==> src/hdl/apmd_pkg.sv <==
`timescale 1ns / 1ps
// Shared types, constants and tables for the angle PID motor drive.
package apmd_pkg;

  // sample period in ms; must divide 4096000
  localparam int SAMPLE_MS = 10;
  localparam int OUT_LIMIT = 1000;

  localparam int ANG_W     = 13;
  localparam int ERR_W     = 13;
  localparam int DE_W      = ERR_W + 1;
  localparam int REF_FRAC  = 13;
  localparam int REF_W     = ANG_W + REF_FRAC;
  localparam int HALF_TURN = 2880;
  localparam int FULL_TURN = 5760;
  localparam int GAIN_W    = 16;
  localparam int SPD_W     = 7;
  localparam int SB_W      = 12;
  localparam int LVL_W     = 10;
  localparam int DIR_W     = 2;
  localparam int CO_W      = 11;
  localparam int CFG_IDX_W = 4;
  localparam int CFG_DATA_W = 16;

  localparam int LIMIT = (OUT_LIMIT > 1023) ? 1023 : OUT_LIMIT;

  // integral: degree-seconds, 16 fraction bits, clamped to +-500
  localparam int INT_CLAMP = 500 * 65536;
  localparam int INT_W     = $clog2(INT_CLAMP) + 1;
  localparam int I_LO_W    = 16;

  // integral step round(|e|*S*4096/1000) = floor((|e|*S*1024 + 125) / 250)
  localparam longint XMAX    = longint'(HALF_TURN) * SAMPLE_MS * 1024 + 125;
  localparam int     X_W     = $clog2(XMAX + 1);
  localparam int     QDIV_SH = X_W + 8;
  localparam longint QDIV_M  = ((longint'(1) << QDIV_SH) + 249) / 250;
  localparam int     M_W     = $clog2(QDIV_M + 1);
  localparam longint QMAX    = (longint'(HALF_TURN) * SAMPLE_MS * 4096 + 500) / 1000;
  localparam int     Q_W     = $clog2(QMAX + 1);

  // output sum, already divided by SAMPLE_MS; scaled by 2^24
  localparam int KD_SCALE = 4096000 / SAMPLE_MS;
  localparam int KD_W     = $clog2(KD_SCALE + 1);
  localparam int PK_SH    = 12;
  localparam int OUT_SH   = 24;
  localparam int PK_W     = GAIN_W + 1 + ERR_W;
  localparam int DK_W     = GAIN_W + 1 + DE_W;
  localparam int DKS_W    = DK_W + KD_W + 1;
  localparam int IPL_W    = GAIN_W + I_LO_W;
  localparam int IPH_W    = GAIN_W + 1 + INT_W - I_LO_W;
  localparam int NUM_W    = DKS_W + 2;
  localparam int OF_W     = NUM_W - OUT_SH;

  // ramp increment per tick, 2^-17 degree units
  localparam longint INC_MAX =
    ((1300 + 482 * (longint'(2) ** SPD_W - 1)) * 131072 + 4950) / 9900;
  localparam int INC_W = $clog2(INC_MAX + 1);

  typedef logic [INC_W-1:0] inc_tbl_t [2**SPD_W];

  function automatic inc_tbl_t ramp_inc_tbl();
    inc_tbl_t t;
    longint   v;
    for (int i = 0; i < 2**SPD_W; i++) begin
      v    = ((1300 + 482 * longint'(i)) * 131072 + 4950) / 9900;
      t[i] = INC_W'(v);
    end
    return t;
  endfunction

  localparam inc_tbl_t RAMP_INC = ramp_inc_tbl();

  // register reset values
  localparam logic              RST_RAMP_MODE = 1'b0;
  localparam logic [ANG_W-1:0]  RST_SETPOINT  = ANG_W'(1440);
  localparam logic [SPD_W-1:0]  RST_SPEED     = '0;
  localparam logic [GAIN_W-1:0] RST_KP        = GAIN_W'(1024);
  localparam logic [GAIN_W-1:0] RST_KI        = GAIN_W'(13);
  localparam logic [GAIN_W-1:0] RST_KD        = GAIN_W'(26);
  localparam logic [SB_W-1:0]   RST_STOP_BAND = SB_W'(16);
  localparam logic [LVL_W-1:0]  RST_MIN_DRIVE = LVL_W'(80);

  typedef enum logic [CFG_IDX_W-1:0] {
    REG_RAMP_MODE  = CFG_IDX_W'(0),
    REG_SETPOINT   = CFG_IDX_W'(1),
    REG_RAMP_SPEED = CFG_IDX_W'(2),
    REG_KP_GAIN    = CFG_IDX_W'(3),
    REG_KI_GAIN    = CFG_IDX_W'(4),
    REG_KD_GAIN    = CFG_IDX_W'(5),
    REG_STOP_BAND  = CFG_IDX_W'(6),
    REG_MIN_DRIVE  = CFG_IDX_W'(7)
  } cfg_reg_t;

  typedef enum logic [DIR_W-1:0] {
    DIR_BRAKE = DIR_W'(0),
    DIR_CW    = DIR_W'(1),
    DIR_CCW   = DIR_W'(2)
  } dir_t;

  typedef struct packed {
    logic             ramp_mode;
    logic [ANG_W-1:0] setpoint;
    logic [SPD_W-1:0] ramp_speed;
  } ref_cfg_t;

endpackage

==> src/hdl/apmd_if.sv <==
`timescale 1ns / 1ps
// Valid/ready channel interfaces for angle samples and drive results.
interface apmd_in_if;
  logic                      valid;
  logic                      ready;
  logic [apmd_pkg::ANG_W-1:0] angle;
  logic                      enable;

  modport source (output valid, angle, enable, input ready);
  modport sink   (input valid, angle, enable, output ready);
endinterface

interface apmd_out_if;
  logic                             valid;
  logic                             ready;
  logic [apmd_pkg::LVL_W-1:0]       drive_level;
  logic [apmd_pkg::DIR_W-1:0]       direction;
  logic signed [apmd_pkg::CO_W-1:0] control_out;

  modport source (output valid, drive_level, direction, control_out, input ready);
  modport sink   (input valid, drive_level, direction, control_out, output ready);
endinterface

==> src/hdl/angle_pid_motor_drive.sv <==
`timescale 1ns / 1ps
// Each accepted input word gives one result word on out_word, registered in every stage below.
// Throughput: one word per cycle; the eight register stages (input, reference/error,
// |e| scaling/derivative, integral step and P/D products, integral update, I partial
// products, sum, round/clamp/drive) each hold one word and stall only on out_word.ready.
// Reset (rst_n low, synchronous): pipeline empty, registers to defaults,
// reference, integral, previous error and held drive cleared.
module angle_pid_motor_drive (
  input  logic                                clk,
  input  logic                                rst_n,
  input  logic                                cfg_we,
  input  logic [apmd_pkg::CFG_IDX_W-1:0]      cfg_index,
  input  logic [apmd_pkg::CFG_DATA_W-1:0]     cfg_data,
  apmd_in_if.sink                             in_word,
  apmd_out_if.source                          out_word
);

  localparam int NST = 8;

  localparam logic signed [apmd_pkg::INT_W+1:0] ICL_P =
    (apmd_pkg::INT_W + 2)'(apmd_pkg::INT_CLAMP);
  localparam logic signed [apmd_pkg::OF_W-1:0] LIM_P = apmd_pkg::OF_W'(apmd_pkg::LIMIT);
  localparam logic signed [apmd_pkg::NUM_W-1:0] RND_HALF =
    apmd_pkg::NUM_W'(longint'(1) << (apmd_pkg::OUT_SH - 1));

  // configuration
  logic                          ramp_mode_r;
  logic [apmd_pkg::ANG_W-1:0]    setpoint_r;
  logic [apmd_pkg::SPD_W-1:0]    ramp_speed_r;
  logic [apmd_pkg::GAIN_W-1:0]   kp_r, ki_r, kd_r;
  logic [apmd_pkg::SB_W-1:0]     stop_band_r;
  logic [apmd_pkg::LVL_W-1:0]    min_drive_r;

  always_ff @(posedge clk) begin
    if (!rst_n) begin
      ramp_mode_r  <= apmd_pkg::RST_RAMP_MODE;
      setpoint_r   <= apmd_pkg::RST_SETPOINT;
      ramp_speed_r <= apmd_pkg::RST_SPEED;
      kp_r         <= apmd_pkg::RST_KP;
      ki_r         <= apmd_pkg::RST_KI;
      kd_r         <= apmd_pkg::RST_KD;
      stop_band_r  <= apmd_pkg::RST_STOP_BAND;
      min_drive_r  <= apmd_pkg::RST_MIN_DRIVE;
    end else if (cfg_we) begin
      unique case (apmd_pkg::cfg_reg_t'(cfg_index))
        apmd_pkg::REG_RAMP_MODE:  ramp_mode_r  <= cfg_data[0];
        apmd_pkg::REG_SETPOINT:   setpoint_r   <= cfg_data[apmd_pkg::ANG_W-1:0];
        apmd_pkg::REG_RAMP_SPEED: ramp_speed_r <= cfg_data[apmd_pkg::SPD_W-1:0];
        apmd_pkg::REG_KP_GAIN:    kp_r         <= cfg_data[apmd_pkg::GAIN_W-1:0];
        apmd_pkg::REG_KI_GAIN:    ki_r         <= cfg_data[apmd_pkg::GAIN_W-1:0];
        apmd_pkg::REG_KD_GAIN:    kd_r         <= cfg_data[apmd_pkg::GAIN_W-1:0];
        apmd_pkg::REG_STOP_BAND:  stop_band_r  <= cfg_data[apmd_pkg::SB_W-1:0];
        apmd_pkg::REG_MIN_DRIVE:  min_drive_r  <= cfg_data[apmd_pkg::LVL_W-1:0];
        default: ;
      endcase
    end
  end

  // pipeline flow control
  logic [NST-1:0] vld_r, rdy, mv;

  always_comb begin
    rdy[NST-1] = !vld_r[NST-1] || out_word.ready;
    for (int k = NST - 2; k >= 0; k--) begin
      rdy[k] = !vld_r[k] || rdy[k+1];
    end
    mv[0] = in_word.valid && rdy[0];
    for (int k = 1; k < NST; k++) begin
      mv[k] = vld_r[k-1] && rdy[k];
    end
  end

  always_ff @(posedge clk) begin
    if (!rst_n) begin
      vld_r <= '0;
    end else begin
      if (rdy[0]) begin
        vld_r[0] <= in_word.valid;
      end
      for (int k = 1; k < NST; k++) begin
        if (rdy[k]) begin
          vld_r[k] <= vld_r[k-1];
        end
      end
    end
  end

  assign in_word.ready = rdy[0];

  // stage 1: input register
  logic [apmd_pkg::ANG_W-1:0] s1_angle_r;
  logic                       s1_en_r;

  always_ff @(posedge clk) begin
    if (mv[0]) begin
      s1_angle_r <= in_word.angle;
      s1_en_r    <= in_word.enable;
    end
  end

  // stage 2: reference and error
  apmd_pkg::ref_cfg_t               ref_cfg;
  logic signed [apmd_pkg::ERR_W-1:0] err_c;
  logic signed [apmd_pkg::ERR_W-1:0] s2_err_r;
  logic                              s2_en_r;

  assign ref_cfg = '{ramp_mode: ramp_mode_r, setpoint: setpoint_r,
                     ramp_speed: ramp_speed_r};

  apmd_ref_unit u_ref (
    .clk   (clk),
    .rst_n (rst_n),
    .upd   (mv[1] && s1_en_r),
    .cfg   (ref_cfg),
    .angle (s1_angle_r),
    .err   (err_c)
  );

  always_ff @(posedge clk) begin
    if (mv[1]) begin
      s2_err_r <= err_c;
      s2_en_r  <= s1_en_r;
    end
  end

  // stage 3: |e| scaling, stop band, derivative difference
  logic signed [apmd_pkg::ERR_W-1:0] prev_err_r;
  logic [apmd_pkg::ERR_W-1:0]        abs_e;
  logic [apmd_pkg::X_W-1:0]          x_c, s3_x_r;
  logic signed [apmd_pkg::DE_W-1:0]  de_c, s3_de_r;
  logic signed [apmd_pkg::ERR_W-1:0] s3_err_r;
  logic                              s3_neg_r, s3_band_r, s3_en_r;

  always_comb begin
    abs_e = s2_err_r[apmd_pkg::ERR_W-1] ? apmd_pkg::ERR_W'(-s2_err_r) : s2_err_r;
    x_c   = apmd_pkg::X_W'(longint'(abs_e) * apmd_pkg::SAMPLE_MS * 1024 + 125);
    de_c  = $signed({s2_err_r[apmd_pkg::ERR_W-1], s2_err_r}) -
            $signed({prev_err_r[apmd_pkg::ERR_W-1], prev_err_r});
  end

  always_ff @(posedge clk) begin
    if (!rst_n) begin
      prev_err_r <= '0;
    end else if (mv[2] && s2_en_r) begin
      prev_err_r <= s2_err_r;
    end
  end

  always_ff @(posedge clk) begin
    if (mv[2]) begin
      s3_x_r    <= x_c;
      s3_de_r   <= de_c;
      s3_err_r  <= s2_err_r;
      s3_neg_r  <= s2_err_r[apmd_pkg::ERR_W-1];
      s3_band_r <= abs_e <= {1'b0, stop_band_r};
      s3_en_r   <= s2_en_r;
    end
  end

  // stage 4: integral step by reciprocal, P and D products
  logic [apmd_pkg::X_W+apmd_pkg::M_W-1:0] qprod;
  logic signed [apmd_pkg::PK_W-1:0]       pk_c, s4_pk_r;
  logic signed [apmd_pkg::DK_W-1:0]       dk_c, s4_dk_r;
  logic [apmd_pkg::Q_W-1:0]               s4_q_r;
  logic                                   s4_neg_r, s4_band_r, s4_en_r;

  always_comb begin
    qprod = {{apmd_pkg::M_W{1'b0}}, s3_x_r} *
            (apmd_pkg::X_W + apmd_pkg::M_W)'(apmd_pkg::QDIV_M);
    pk_c  = $signed({1'b0, kp_r}) * s3_err_r;
    dk_c  = $signed({1'b0, kd_r}) * s3_de_r;
  end

  always_ff @(posedge clk) begin
    if (mv[3]) begin
      s4_q_r    <= qprod[apmd_pkg::QDIV_SH +: apmd_pkg::Q_W];
      s4_pk_r   <= pk_c;
      s4_dk_r   <= dk_c;
      s4_neg_r  <= s3_neg_r;
      s4_band_r <= s3_band_r;
      s4_en_r   <= s3_en_r;
    end
  end

  // stage 5: integral accumulate and clamp
  logic signed [apmd_pkg::INT_W-1:0] integ_r, i_cl, s5_i_r;
  logic signed [apmd_pkg::INT_W+1:0] step, isum, q_ext;
  logic signed [apmd_pkg::PK_W-1:0]  s5_pk_r;
  logic signed [apmd_pkg::DK_W-1:0]  s5_dk_r;
  logic                              s5_band_r, s5_en_r;

  always_comb begin
    q_ext = $signed({{(apmd_pkg::INT_W + 2 - apmd_pkg::Q_W){1'b0}}, s4_q_r});
    step  = s4_neg_r ? -q_ext : q_ext;
    isum  = $signed({{2{integ_r[apmd_pkg::INT_W-1]}}, integ_r}) + step;
    if (isum > ICL_P) begin
      i_cl = apmd_pkg::INT_W'(ICL_P);
    end else if (isum < -ICL_P) begin
      i_cl = apmd_pkg::INT_W'(-ICL_P);
    end else begin
      i_cl = isum[apmd_pkg::INT_W-1:0];
    end
  end

  always_ff @(posedge clk) begin
    if (!rst_n) begin
      integ_r <= '0;
    end else if (mv[4] && s4_en_r) begin
      integ_r <= s4_band_r ? '0 : i_cl;
    end
  end

  always_ff @(posedge clk) begin
    if (mv[4]) begin
      s5_i_r    <= i_cl;
      s5_pk_r   <= s4_pk_r;
      s5_dk_r   <= s4_dk_r;
      s5_band_r <= s4_band_r;
      s5_en_r   <= s4_en_r;
    end
  end

  // stage 6: I partial products, D scaling
  logic [apmd_pkg::IPL_W-1:0]        ipl_c, s6_ipl_r;
  logic signed [apmd_pkg::IPH_W-1:0] iph_c, s6_iph_r;
  logic signed [apmd_pkg::DKS_W-1:0] dks_c, s6_dks_r;
  logic signed [apmd_pkg::PK_W-1:0]  s6_pk_r;
  logic                              s6_band_r, s6_en_r;

  always_comb begin
    ipl_c = s5_i_r[apmd_pkg::I_LO_W-1:0] * ki_r;
    iph_c = $signed({1'b0, ki_r}) * $signed(s5_i_r[apmd_pkg::INT_W-1:apmd_pkg::I_LO_W]);
    dks_c = s5_dk_r * $signed({1'b0, apmd_pkg::KD_W'(apmd_pkg::KD_SCALE)});
  end

  always_ff @(posedge clk) begin
    if (mv[5]) begin
      s6_ipl_r  <= ipl_c;
      s6_iph_r  <= iph_c;
      s6_dks_r  <= dks_c;
      s6_pk_r   <= s5_pk_r;
      s6_band_r <= s5_band_r;
      s6_en_r   <= s5_en_r;
    end
  end

  // stage 7: sum of terms
  logic signed [apmd_pkg::NUM_W-1:0] t_pk, t_ih, t_il, t_dk, num_c, s7_num_r;
  logic                              s7_band_r, s7_en_r;

  always_comb begin
    t_pk  = apmd_pkg::NUM_W'(s6_pk_r) <<< apmd_pkg::PK_SH;
    t_ih  = apmd_pkg::NUM_W'(s6_iph_r) <<< apmd_pkg::I_LO_W;
    t_il  = $signed({{(apmd_pkg::NUM_W - apmd_pkg::IPL_W){1'b0}}, s6_ipl_r});
    t_dk  = apmd_pkg::NUM_W'(s6_dks_r);
    num_c = t_pk + t_ih + t_il + t_dk;
  end

  always_ff @(posedge clk) begin
    if (mv[6]) begin
      s7_num_r  <= num_c;
      s7_band_r <= s6_band_r;
      s7_en_r   <= s6_en_r;
    end
  end

  // stage 8: round, clamp, minimum drive; held drive is the result word
  logic signed [apmd_pkg::NUM_W-1:0] bias, rnd;
  logic signed [apmd_pkg::OF_W-1:0]  of_c;
  logic signed [apmd_pkg::CO_W-1:0]  o_cl, o_fin, md_s;
  logic [apmd_pkg::LVL_W-1:0]        cl_mag, fin_mag;
  logic [apmd_pkg::LVL_W-1:0]        held_lvl_r, held_lvl_nxt;
  apmd_pkg::dir_t                    held_dir_r, held_dir_nxt;
  logic signed [apmd_pkg::CO_W-1:0]  last_out_r, last_out_nxt;

  always_comb begin
    // ties away from zero: negative sums round with half minus one
    bias = s7_num_r[apmd_pkg::NUM_W-1] ? RND_HALF - 1 : RND_HALF;
    rnd  = s7_num_r + bias;
    of_c = rnd[apmd_pkg::NUM_W-1:apmd_pkg::OUT_SH];
    if (of_c > LIM_P) begin
      o_cl = apmd_pkg::CO_W'(LIM_P);
    end else if (of_c < -LIM_P) begin
      o_cl = apmd_pkg::CO_W'(-LIM_P);
    end else begin
      o_cl = of_c[apmd_pkg::CO_W-1:0];
    end
    cl_mag = o_cl[apmd_pkg::CO_W-1] ? apmd_pkg::LVL_W'(-o_cl) : o_cl[apmd_pkg::LVL_W-1:0];
    md_s   = $signed({1'b0, min_drive_r});
    if (s7_band_r) begin
      o_fin = '0;
    end else if (cl_mag < min_drive_r) begin
      o_fin = (o_cl > 0) ? md_s : -md_s;
    end else begin
      o_fin = o_cl;
    end
    fin_mag = o_fin[apmd_pkg::CO_W-1] ? apmd_pkg::LVL_W'(-o_fin) : o_fin[apmd_pkg::LVL_W-1:0];

    held_lvl_nxt = held_lvl_r;
    held_dir_nxt = held_dir_r;
    last_out_nxt = last_out_r;
    if (!s7_en_r) begin
      held_lvl_nxt = '0;
    end else begin
      if (s7_band_r) begin
        held_dir_nxt = apmd_pkg::DIR_BRAKE;
      end
      if (o_fin > 0) begin
        held_dir_nxt = apmd_pkg::DIR_CW;
        held_lvl_nxt = fin_mag;
      end else if (o_fin < 0) begin
        held_dir_nxt = apmd_pkg::DIR_CCW;
        held_lvl_nxt = fin_mag;
      end
      last_out_nxt = o_fin;
    end
  end

  always_ff @(posedge clk) begin
    if (!rst_n) begin
      held_lvl_r <= '0;
      held_dir_r <= apmd_pkg::DIR_BRAKE;
      last_out_r <= '0;
    end else if (mv[7]) begin
      held_lvl_r <= held_lvl_nxt;
      held_dir_r <= held_dir_nxt;
      last_out_r <= last_out_nxt;
    end
  end

  assign out_word.valid       = vld_r[NST-1];
  assign out_word.drive_level = held_lvl_r;
  assign out_word.direction   = held_dir_r;
  assign out_word.control_out = last_out_r;

endmodule

==> src/hdl/apmd_ref_unit.sv <==
`timescale 1ns / 1ps
// Reference generator (step or ramp) and wrapped angle error.
module apmd_ref_unit (
  input  logic                              clk,
  input  logic                              rst_n,
  input  logic                              upd,
  input  apmd_pkg::ref_cfg_t                cfg,
  input  logic [apmd_pkg::ANG_W-1:0]        angle,
  output logic signed [apmd_pkg::ERR_W-1:0] err
);

  localparam int DW = apmd_pkg::ERR_W + 2;
  localparam logic signed [DW-1:0] HALF_D = DW'(apmd_pkg::HALF_TURN);
  localparam logic signed [DW-1:0] FULL_D = DW'(apmd_pkg::FULL_TURN);

  logic [apmd_pkg::REF_W-1:0] ref_r, ref_nxt, sp_fx;
  logic [apmd_pkg::REF_W:0]   ramp_sum;
  logic [apmd_pkg::ANG_W-1:0] sp;
  logic signed [DW-1:0]       diff, wrapped;

  always_comb begin
    sp = (cfg.setpoint > apmd_pkg::ANG_W'(apmd_pkg::FULL_TURN)) ?
         apmd_pkg::ANG_W'(apmd_pkg::FULL_TURN) : cfg.setpoint;
    sp_fx = {sp, {apmd_pkg::REF_FRAC{1'b0}}};
    ramp_sum = {1'b0, ref_r} +
               {{(apmd_pkg::REF_W + 1 - apmd_pkg::INC_W){1'b0}},
                apmd_pkg::RAMP_INC[cfg.ramp_speed]};
    if (!cfg.ramp_mode) begin
      ref_nxt = sp_fx;
    end else if (ramp_sum > {1'b0, sp_fx}) begin
      ref_nxt = sp_fx;
    end else begin
      ref_nxt = ramp_sum[apmd_pkg::REF_W-1:0];
    end
    diff = $signed({2'b00, ref_nxt[apmd_pkg::REF_W-1:apmd_pkg::REF_FRAC]}) -
           $signed({2'b00, angle});
    if (diff > HALF_D) begin
      wrapped = diff - FULL_D;
    end else if (diff < -HALF_D) begin
      wrapped = diff + FULL_D;
    end else begin
      wrapped = diff;
    end
    err = wrapped[apmd_pkg::ERR_W-1:0];
  end

  always_ff @(posedge clk) begin
    if (!rst_n) begin
      ref_r <= '0;
    end else if (upd) begin
      ref_r <= ref_nxt;
    end
  end

endmodule

==> src/flat_wrapper.sv <==
// flat-port wrapper written by rule: the top's interface ports become plain ports
module angle_pid_motor_drive_flat 
  (clk, rst_n, cfg_we, cfg_index, cfg_data, in_word_valid, in_word_angle, in_word_enable, in_word_ready, out_word_valid, out_word_drive_level, out_word_direction, out_word_control_out, out_word_ready);
  apmd_in_if in_word_i ();
  apmd_out_if out_word_i ();
  input  logic clk;
  input  logic rst_n;
  input  logic cfg_we;
  input  logic [apmd_pkg::CFG_IDX_W-1:0] cfg_index;
  input  logic [apmd_pkg::CFG_DATA_W-1:0] cfg_data;
  input wire logic [$bits(in_word_i.valid)-1:0] in_word_valid;
  input wire logic [$bits(in_word_i.angle)-1:0] in_word_angle;
  input wire logic [$bits(in_word_i.enable)-1:0] in_word_enable;
  output wire logic [$bits(in_word_i.ready)-1:0] in_word_ready;
  output wire logic [$bits(out_word_i.valid)-1:0] out_word_valid;
  output wire logic [$bits(out_word_i.drive_level)-1:0] out_word_drive_level;
  output wire logic [$bits(out_word_i.direction)-1:0] out_word_direction;
  output wire logic [$bits(out_word_i.control_out)-1:0] out_word_control_out;
  input wire logic [$bits(out_word_i.ready)-1:0] out_word_ready;
  assign in_word_i.valid = in_word_valid;
  assign in_word_i.angle = in_word_angle;
  assign in_word_i.enable = in_word_enable;
  assign in_word_ready = in_word_i.ready;
  assign out_word_valid = out_word_i.valid;
  assign out_word_drive_level = out_word_i.drive_level;
  assign out_word_direction = out_word_i.direction;
  assign out_word_control_out = out_word_i.control_out;
  assign out_word_i.ready = out_word_ready;
  angle_pid_motor_drive u_core (.clk(clk), .rst_n(rst_n), .cfg_we(cfg_we), .cfg_index(cfg_index), .cfg_data(cfg_data), .in_word(in_word_i), .out_word(out_word_i));
endmodule
==> config.mk <==
export PLATFORM = sky130hd
export DESIGN_NAME = angle_pid_motor_drive_flat
export DESIGN_NICKNAME = d
export VERILOG_FILES = /design/src/hdl/apmd_pkg.sv /design/src/hdl/apmd_if.sv /design/src/hdl/angle_pid_motor_drive.sv /design/src/hdl/apmd_ref_unit.sv /design/src/flat_wrapper.sv
export SDC_FILE = /design/constraint.sdc
export NUM_CORES = 2
export LEC_CHECK = 0
export BUFFER_PORTS_ARGS = -buffer_cell sky130_fd_sc_hd__buf_4
export CAP_MARGIN = 20
export CORE_ASPECT_RATIO = 1.75
export CORE_MARGIN = 2
export CORE_UTILIZATION = 45
export DETAILED_ROUTE_END_ITERATION = 8
export GPL_TIMING_DRIVEN = 1
export PLACE_DENSITY = 0.69
export RECOVER_POWER = 25
export SLEW_MARGIN = 10
export SYNTH_ARGS = -nofsm -noshare
export SYNTH_HDL_FRONTEND = slang
export SYNTH_SLANG_ARGS = --single-unit
==> constraint.sdc <==
create_clock -name clk -period 15.1 [get_ports clk]
set_input_delay 0.755 -clock clk [delete_from_list [all_inputs] [get_ports clk]]
set_output_delay 0.755 -clock clk [all_outputs]
set_load 0.01 [all_outputs]
Word level (Yosys, flattened, before mapping)
Memory sizes are Yosys's and may differ from the RTL's.
Index checks and enable logic that the tools add are counted.
{"block": "op_classes", "n_mux": 26, "n_bitwise": 1, "reduce_logical": 40, "multipliers": 7, "eq_ne": 8, "magnitude_cmp": 14, "addsub": 16}
{"operator": "2-to-1 mux 26 bit", "count": 5}
{"operator": "2-to-1 mux 11 bit", "count": 5}
{"operator": "adder 53 x 33 -> 53 bit", "count": 1}
{"operator": "adder 53 x 51 -> 53 bit", "count": 1}
{"operator": "adder 53 bit", "count": 1}
{"operator": "2-to-1 mux 13 bit", "count": 4}
{"operator": "multiplier 25 x 26 -> 50 bit (second input constant)", "count": 1}
{"operator": "2-to-1 mux 10 bit", "count": 5}
{"operator": "adder 42 x 43 -> 44 bit", "count": 1}
{"operator": "2-to-1 mux 20 bit", "count": 2}
{"operator": "multiplier 31 x 6 -> 37 bit (second input constant)", "count": 1}
{"operator": "multiplier 16 x 16 -> 32 bit", "count": 1}
{"operator": "multiplier 17 x 14 -> 31 bit", "count": 1}
{"operator": "multiplier 17 x 13 -> 30 bit", "count": 1}
{"operator": "> comparator 29 x 11 -> 1 bit (second input constant)", "count": 1}
{"operator": "less-than comparator 29 x 11 -> 1 bit (second input constant)", "count": 1}
{"operator": "adder 26 x 28 -> 28 bit", "count": 1}
{"operator": "> comparator 28 x 26 -> 1 bit (second input constant)", "count": 1}
{"operator": "less-than comparator 28 x 26 -> 1 bit (second input constant)", "count": 1}
{"operator": "2-to-1 mux 28 bit", "count": 1}
{"operator": "negator 17 -> 28 bit", "count": 1}
{"operator": "subtractor 13 x 13 -> 14 bit", "count": 2}
{"operator": "adder 26 x 20 -> 27 bit", "count": 1}
{"operator": "> comparator 27 x 26 -> 1 bit", "count": 1}
{"operator": "30 further kinds", "count": 71}
{"block": "word_totals", "ff_bits": 623, "romBits": 2560, "out_inout_bits": 25, "mem_count": 1}
{"memory": "(name not given)", "depth": 128, "width": 20, "read_ports": 1, "rd_ports_with_merged_regs": 0, "wr": 0, "line_no": "apmd_ref_unit.sv:27", "source": "apmd_pkg::RAMP_INC[cfg.ramp_speed]};"}

Logic depth before layout (Yosys ltp)
{"block": "logic_depth", "word_depth": 15, "depth_mapped": 56, "mapped_depth_nobuf": 52}

Modules after synthesis
From an unflattened synthesis, not the netlist that was laid out.
{"block": "unflattened", "hier_cells": 7493, "hier_area_um2": 71517.3}
{"mod": "angle_pid_motor_drive", "area_each_um2": 64889.7, "cells_per_inst": 6480, "instances": 1, "seq_area_each_um2": 15895.2}
{"mod": "apmd_ref_unit", "area_each_um2": 6627.6, "cells_per_inst": 1013, "instances": 1, "seq_area_each_um2": 520.5}

Worst setup path before layout
OpenSTA, ideal clock, no wires.
{"block": "synth_path", "path_kind": "reg2reg", "start": "reg u_core.ramp_speed_r[0] in the netlist's numbering", "end": "reg u_core.s2_err_r[11] in the netlist's numbering, data pin", "arrival_time_ps": 10193, "period_less_slack_ps": 10456, "required_time_ps": 14837, "path_stages_with_launch": 55, "path_slack_ps": 4644, "n_path_buf": 4, "path_cell_list": "dfxtp_1 -> clkbuf_1 -> inv_1 -> ha_1 -> clkbuf_1 -> or2_2 -> nor2_1 -> a21oi_1 -> o21ai_0 -> nor2_1 -> o21ai_0 -> o22ai_1 -> a21o_1 -> ha_1 -> inv_1 -> o21bai_1 -> a21oi_1 -> o21ai_1 -> [... 19 more ...] -> nand2_1 -> nand2_1 -> ha_1 -> nor2b_1 -> o21ai_0 -> a21boi_0 -> o21ai_0 -> nand2b_1 -> a21o_1 -> a21o_1 -> xnor2_1 -> inv_1 -> a221oi_1 -> o22ai_1 -> a221oi_1 -> o31ai_1 -> a21oi_1 -> xor2_1"}
{"block": "synth_via", "elab_chain_cells": 12}
{"item": "start, declared", "line_no": "angle_pid_motor_drive.sv:29", "source": "logic [apmd_pkg::SPD_W-1:0] ramp_speed_r;"}
{"item": "start signal, assigned", "line_no": "angle_pid_motor_drive.sv:38", "source": "ramp_speed_r <= apmd_pkg::RST_SPEED;"}
{"item": "start signal, assigned", "line_no": "angle_pid_motor_drive.sv:48", "source": "apmd_pkg::REG_RAMP_SPEED: ramp_speed_r <= cfg_data[apmd_pkg::SPD_W-1:0];"}
{"item": "NOT 7 -> 8 bit (not written as such) *", "line_no": "apmd_ref_unit.sv:27"}
{"item": "memory read (128 x 20 bit) *"}
{"item": "2-to-1 mux 20 bit (not written as such) * (2 in a row)", "line_no": "apmd_ref_unit.sv:27"}
{"item": "adder 26 x 20 -> 27 bit *", "line_no": "apmd_ref_unit.sv:25", "source": "ramp_sum = {1'b0, ref_r} +"}
{"item": "> comparator 27 x 26 -> 1 bit", "line_no": "apmd_ref_unit.sv:30", "source": "end else if (ramp_sum > {1'b0, sp_fx}) begin"}
{"item": "2-to-1 mux 26 bit *", "line_no": "apmd_ref_unit.sv:30"}
{"item": "2-to-1 mux 26 bit *", "line_no": "apmd_ref_unit.sv:28", "source": "if (!cfg.ramp_mode) begin"}
{"item": "named net u_core.u_ref.ref_nxt (one bit)", "line_no": "apmd_ref_unit.sv:16", "source": "logic [apmd_pkg::REF_W-1:0] ref_r, ref_nxt, sp_fx;"}
{"item": "subtractor 13 x 13 -> 14 bit *", "line_no": "apmd_ref_unit.sv:35", "source": "diff = $signed({2'b00, ref_nxt[apmd_pkg::REF_W-1:apmd_pkg::REF_FRAC]}) -"}
{"item": "adder 13 bit or less-than comparator 14 x 13 -> 1 bit (tied branches)", "line_no": "apmd_ref_unit.sv:40, apmd_ref_unit.sv:39"}
{"item": "2-to-1 mux 13 bit", "line_no": "apmd_ref_unit.sv:39", "source": "end else if (diff < -HALF_D) begin"}
{"item": "2-to-1 mux 13 bit *", "line_no": "apmd_ref_unit.sv:37", "source": "if (diff > HALF_D) begin"}
{"item": "named net u_core.err_c (one bit)", "line_no": "angle_pid_motor_drive.sv:103", "source": "logic signed [apmd_pkg::ERR_W-1:0] err_c;"}
{"item": "end signal, assigned", "line_no": "angle_pid_motor_drive.sv:121", "source": "s2_err_r <= err_c;"}
{"item": "end, declared", "line_no": "angle_pid_motor_drive.sv:104", "source": "logic signed [apmd_pkg::ERR_W-1:0] s2_err_r;"}
The timed path passes the listed nets; every way through them passes the cells marked *. The select of a mux whose other input is x is not followed.
A chain may end at the register's enable or synchronous reset.

Final worst setup path
Ends and elaborated chain as after synthesis.

==> run_results.csv <==
group,metric,value,unit
run_status,status,"finished, violations left",
run_status,violated_checks,"capacitance limit, slew limit",
worst_hold_path,hold_path_depth,1,
yosys,post_synth.cell_area_avg,9.323,µm²
timing,period_utilisation_layout,84.84,%
grt,globalRouteTotalUtil,22.67,%
timing,rsz0062_at_grt,"false",
setup_path,end_kind,"flop",
setup_path,setup.worst_path.class,"flop to flop",
timing,hold_viol_final,0,
timing,worst_slew_pin_slew,2.708,ns
power,vdd_drop_max,691.2,µV
floorplan,core,0.1592,mm²
yosys,netlist_instances,7714,
drt,via_per_inst,5.529,
grt,maximum_number_of_pins_on_one_net_before_global_route_repair,81,
clock_tree,post_cts.repair.setup_buffers,0,
clock_tree,clock_sinks,610,
drt,wl_per_cell,18.83,µm
placed_design,dp_hpwl,148200,µm
drt,routed_wirelength,183700,µm
placed_design,placed_cell_area,0.07443,mm²
floorplan,floorplan.die.width,306.2,µm
drt,post-route-drc-count,0,
worst_hold_path,hold_start,"in_word_angle[4]",
yosys,synth_enable_flop_cells,423,
run,max-cap-violations,5,
yosys,synthesis.nets,9471,
clock_tree,cts_hold_bufs,0,
power,power_per_cell_area,131.6,mW/mm²
timing,final.setup_skew,0.04632,ns
setup_path,critPathArrivalTime,13.24,ns
setup_path,cpMostUsedCell,"sky130_fd_sc_hd__o21ai_0",
power,totalPowerFinal,10.07,mW
yosys,seq_area_frac_synth,22.87,%
setup_path,crit_path_launch_type,"flop",
setup_path,critical_path.slowest_cell,"sky130_fd_sc_hd__ha_1",
timing,drv_slew,130,
setup_path,timing.reg2reg.worst_path_depth,47,
finish,design.final.nets,9395,
drt,drt.antenna.violating_nets,0,
timing,tns_setup,0,ns
drt,drt_first_pass_iters,5,
grt,globalRouteOverflowTotal,0,
grt,antenna_found_initial,4,
finish,layout-drive-gt1-share,3.992,%
timing,slew_headroom,-80.52,%
clock_tree,clock-root-buffer,"sky130_fd_sc_hd__clkbuf_16",
clock_tree,clk_latency,0.71,ns
placed_design,worst_setup_slack_post_dpl,2.436,ns
timing,min_period,12.81,ns
timing,max_clock_freq,78.06,MHz
power,power.leakage,35.22,nW
finish,area.growth.synth_to_final,6.416,%
grt,first_global_vias,57199,
drt,drt_iter0_markers,2821,
yosys,ys_warn_count,0,
setup_path,worst-path-max-fanout,19,
grt,grt_first_pass_wirelength,295600,µm
finish,finalInstanceArea,0.07653,mm²
clock_tree,h-tree-depth,2,
timing,layout_setup_ws,2.289,ns
yosys,asyncSetResetFlopFracSynth,0,%
clock_tree,total_clock_buffers_created_by_cts,61,
yosys,number_of_register_bits_inferred_by_synthesis,610,
clock_tree,cts.clk_slew.worst_paths,0.07,ns
timing,timing.final.setup_violations,0,
worst_hold_path,hold_end,"u_core.s1_angle_r[4]",
setup_path,largest_stage_delay_on_the_critical_path,0.59,ns
floorplan,num_rows,194,
floorplan,io_pins,64,
setup_path,critical_path_required,15.53,ns
clock_tree,cts.repair.resized,0,
placed_design,globalplace.congestion,0.9395,
placed_design,io_buffer_count,63,
floorplan,initial_core_util,45.17,%
floorplan,fp.dieArea,0.1632,mm²
clock_tree,cts_tree,"built",
drt,num_vias,53926,
setup_path,timing.rr.end,"u_core.s2_err_r[11]",
timing,hold-worst-slack,0.2433,ns
yosys,synthesis.area,0.07192,mm²
setup_path,reg2reg_setup_slack,2.29,ns
yosys,dominantRegCellSynth,"sky130_fd_sc_hd__edfxtp_1",
floorplan,die_y,532.8,µm
setup_path,worstReg2RegStart,"u_core.ramp_speed_r[0]",
yosys,synth_cell_types,115,
clock_tree,cts_max_path_buffers,3,
worst_hold_path,hold_path_class,"primary input to flop",
routing by layer:
layer | global-route usage, % | wire length, µm | vias to the layer above
met4 | 13.48 | 12210 | 4
met2 | 44.09 | 100200 | 1401
met1 | 23.07 | 64110 | 26621
li1 | - | - | 25376
met5 | 0 | 21 | -
met3 | 2.175 | 7120 | 524
synth_stat cells, types with 19 or more instances:
library cell | instances | share of area [%]
sky130_fd_sc_hd__ha_1 | 934 | 16
sky130_fd_sc_hd__edfxtp_1 | 423 | 18
sky130_fd_sc_hd__a31oi_1 | 40 | 0.35
sky130_fd_sc_hd__inv_1 | 1224 | 6.4
sky130_fd_sc_hd__nand2b_1 | 91 | 0.79
sky130_fd_sc_hd__xor2_1 | 83 | 1.0
sky130_fd_sc_hd__o21ai_0 | 223 | 1.6
sky130_fd_sc_hd__buf_1 | 19 | 0.099
sky130_fd_sc_hd__or3_1 | 47 | 0.41
sky130_fd_sc_hd__o21bai_1 | 44 | 0.46
sky130_fd_sc_hd__nor2b_1 | 64 | 0.56
sky130_fd_sc_hd__and3_1 | 62 | 0.54
sky130_fd_sc_hd__xnor2_1 | 252 | 3.1
sky130_fd_sc_hd__nand4_1 | 29 | 0.25
sky130_fd_sc_hd__nor2_1 | 365 | 1.9
sky130_fd_sc_hd__dfxtp_1 | 187 | 5.2
sky130_fd_sc_hd__a211oi_1 | 58 | 0.61
sky130_fd_sc_hd__a21oi_1 | 402 | 2.8
sky130_fd_sc_hd__and2_1 | 354 | 3.1
sky130_fd_sc_hd__mux2i_1 | 43 | 0.60
sky130_fd_sc_hd__nand2_1 | 923 | 4.8
sky130_fd_sc_hd__nor3_1 | 116 | 0.81
sky130_fd_sc_hd__o211ai_1 | 38 | 0.40
sky130_fd_sc_hd__nand3_1 | 136 | 0.95
sky130_fd_sc_hd__clkbuf_1 | 232 | 1.2
sky130_fd_sc_hd__a21o_1 | 90 | 0.94
sky130_fd_sc_hd__o21a_1 | 70 | 0.73
sky130_fd_sc_hd__o31ai_1 | 27 | 0.28
sky130_fd_sc_hd__fa_1 | 784 | 22
cells in the final DEF (no fill, tap or decap), types with 62 or more instances in the layout:
master	instances
sky130_fd_sc_hd__inv_1	1224
sky130_fd_sc_hd__o21ai_0	223
sky130_fd_sc_hd__nand2b_1	91
sky130_fd_sc_hd__ha_1	934
sky130_fd_sc_hd__xor2_1	83
sky130_fd_sc_hd__dfxtp_1	184
sky130_fd_sc_hd__edfxtp_1	423
sky130_fd_sc_hd__and3_1	62
sky130_fd_sc_hd__a21oi_1	401
sky130_fd_sc_hd__nor2_1	364
sky130_fd_sc_hd__a21o_1	90
sky130_fd_sc_hd__nor3_1	115
sky130_fd_sc_hd__fa_1	784
sky130_fd_sc_hd__xnor2_1	252
sky130_fd_sc_hd__and2_1	346
sky130_fd_sc_hd__nand2_1	923
sky130_fd_sc_hd__nand3_1	136
sky130_fd_sc_hd__buf_4	88
sky130_fd_sc_hd__o21a_1	70
critical path: cells and delay by family, from the launching register on:
kind	cells	cell delay, ns
AOI/OAI and AO/OA	23	5.83
and+or+nand+nor	13	3.25
buffers and inverters	4	0.77
xor gates and xnor gates	3	0.73
DFF	1	0.31
adders and majority gates	4	1.61
flip-flops by register name (all words and copies together), names as in the netlist, 17 cells and up:
signal and flops:
u_core.s7_num_r 53, u_core.s6_dks_r 37, u_core.s6_ipl_r 32, u_core.s4_dk_r 31
u_core.s5_dk_r 31, u_core.s4_pk_r 30, u_core.s5_pk_r 30, u_core.s6_pk_r 30
u_core.s6_iph_r 27, u_core.integ_r 26, u_core.s5_i_r 26, u_core.u_ref.ref_r 26
u_core.s4_q_r 17
final cells by class:
type,instances,area (µm²)
inverter,1228,4611
clock buffer,69,1587
antenna,5,12.51
multi-input combinational,5614,49900
clock inverter,47,530.5
timing repair buffer,123,870.8
fill,14765,82700
sequential,610,16450
tap,2058,2575
per-stage QoR:
step           util, %  instances
6_report         48.06       9754
5_1_grt          48.06       9750
4_1_cts          48.07       9745
3_5_place_dp     46.74       9629
3_3_place_gp     46.74       9629
2_1_floorplan        -       7714
where the power goes:
| group | leakage (nW) | switching (mW) | internal (mW) |
|---|---|---|---|
| registers | 5.35 | 0.0914 | 2.00 |
| logic | 28.9 | 3.63 | 2.76 |
| clock network | 0.999 | 0.720 | 0.878 |
worst max-delay path by stage:
stage                                      start                  end  slack (ns)  cells past startpoint
after floorplan           u_core.ramp_speed_r[0]  u_core.s2_err_r[11]        4.64                     54
after global placement    u_core.ramp_speed_r[0]  u_core.s2_err_r[11]        2.36                     47
after detailed placement  u_core.ramp_speed_r[0]  u_core.s2_err_r[11]        2.44                     47
after CTS                 u_core.ramp_speed_r[0]  u_core.s2_err_r[11]        2.32                     47
after global routing      u_core.ramp_speed_r[0]  u_core.s2_err_r[11]        1.23                     47
final                     u_core.ramp_speed_r[0]  u_core.s2_err_r[11]        2.29                     47
logic make-up (layout without fill, tap and decap cells):
kind of cell / after synthesis / count (layout) / synth area share [%]
simple gates: 2293 / 2293 / 15.34
flops: 610 / 610 / 22.87
compound gates: 1214 / 1214 / 10.92
other cells: 0 / 5 / 0
mux: 53 / 53 / 0.8490
xor+xnor: 336 / 336 / 4.118
fa+ha+maj: 1718 / 1718 / 38.07
buf+inv: 1490 / 1467 / 7.838
(Power assumes the default switching activity.)
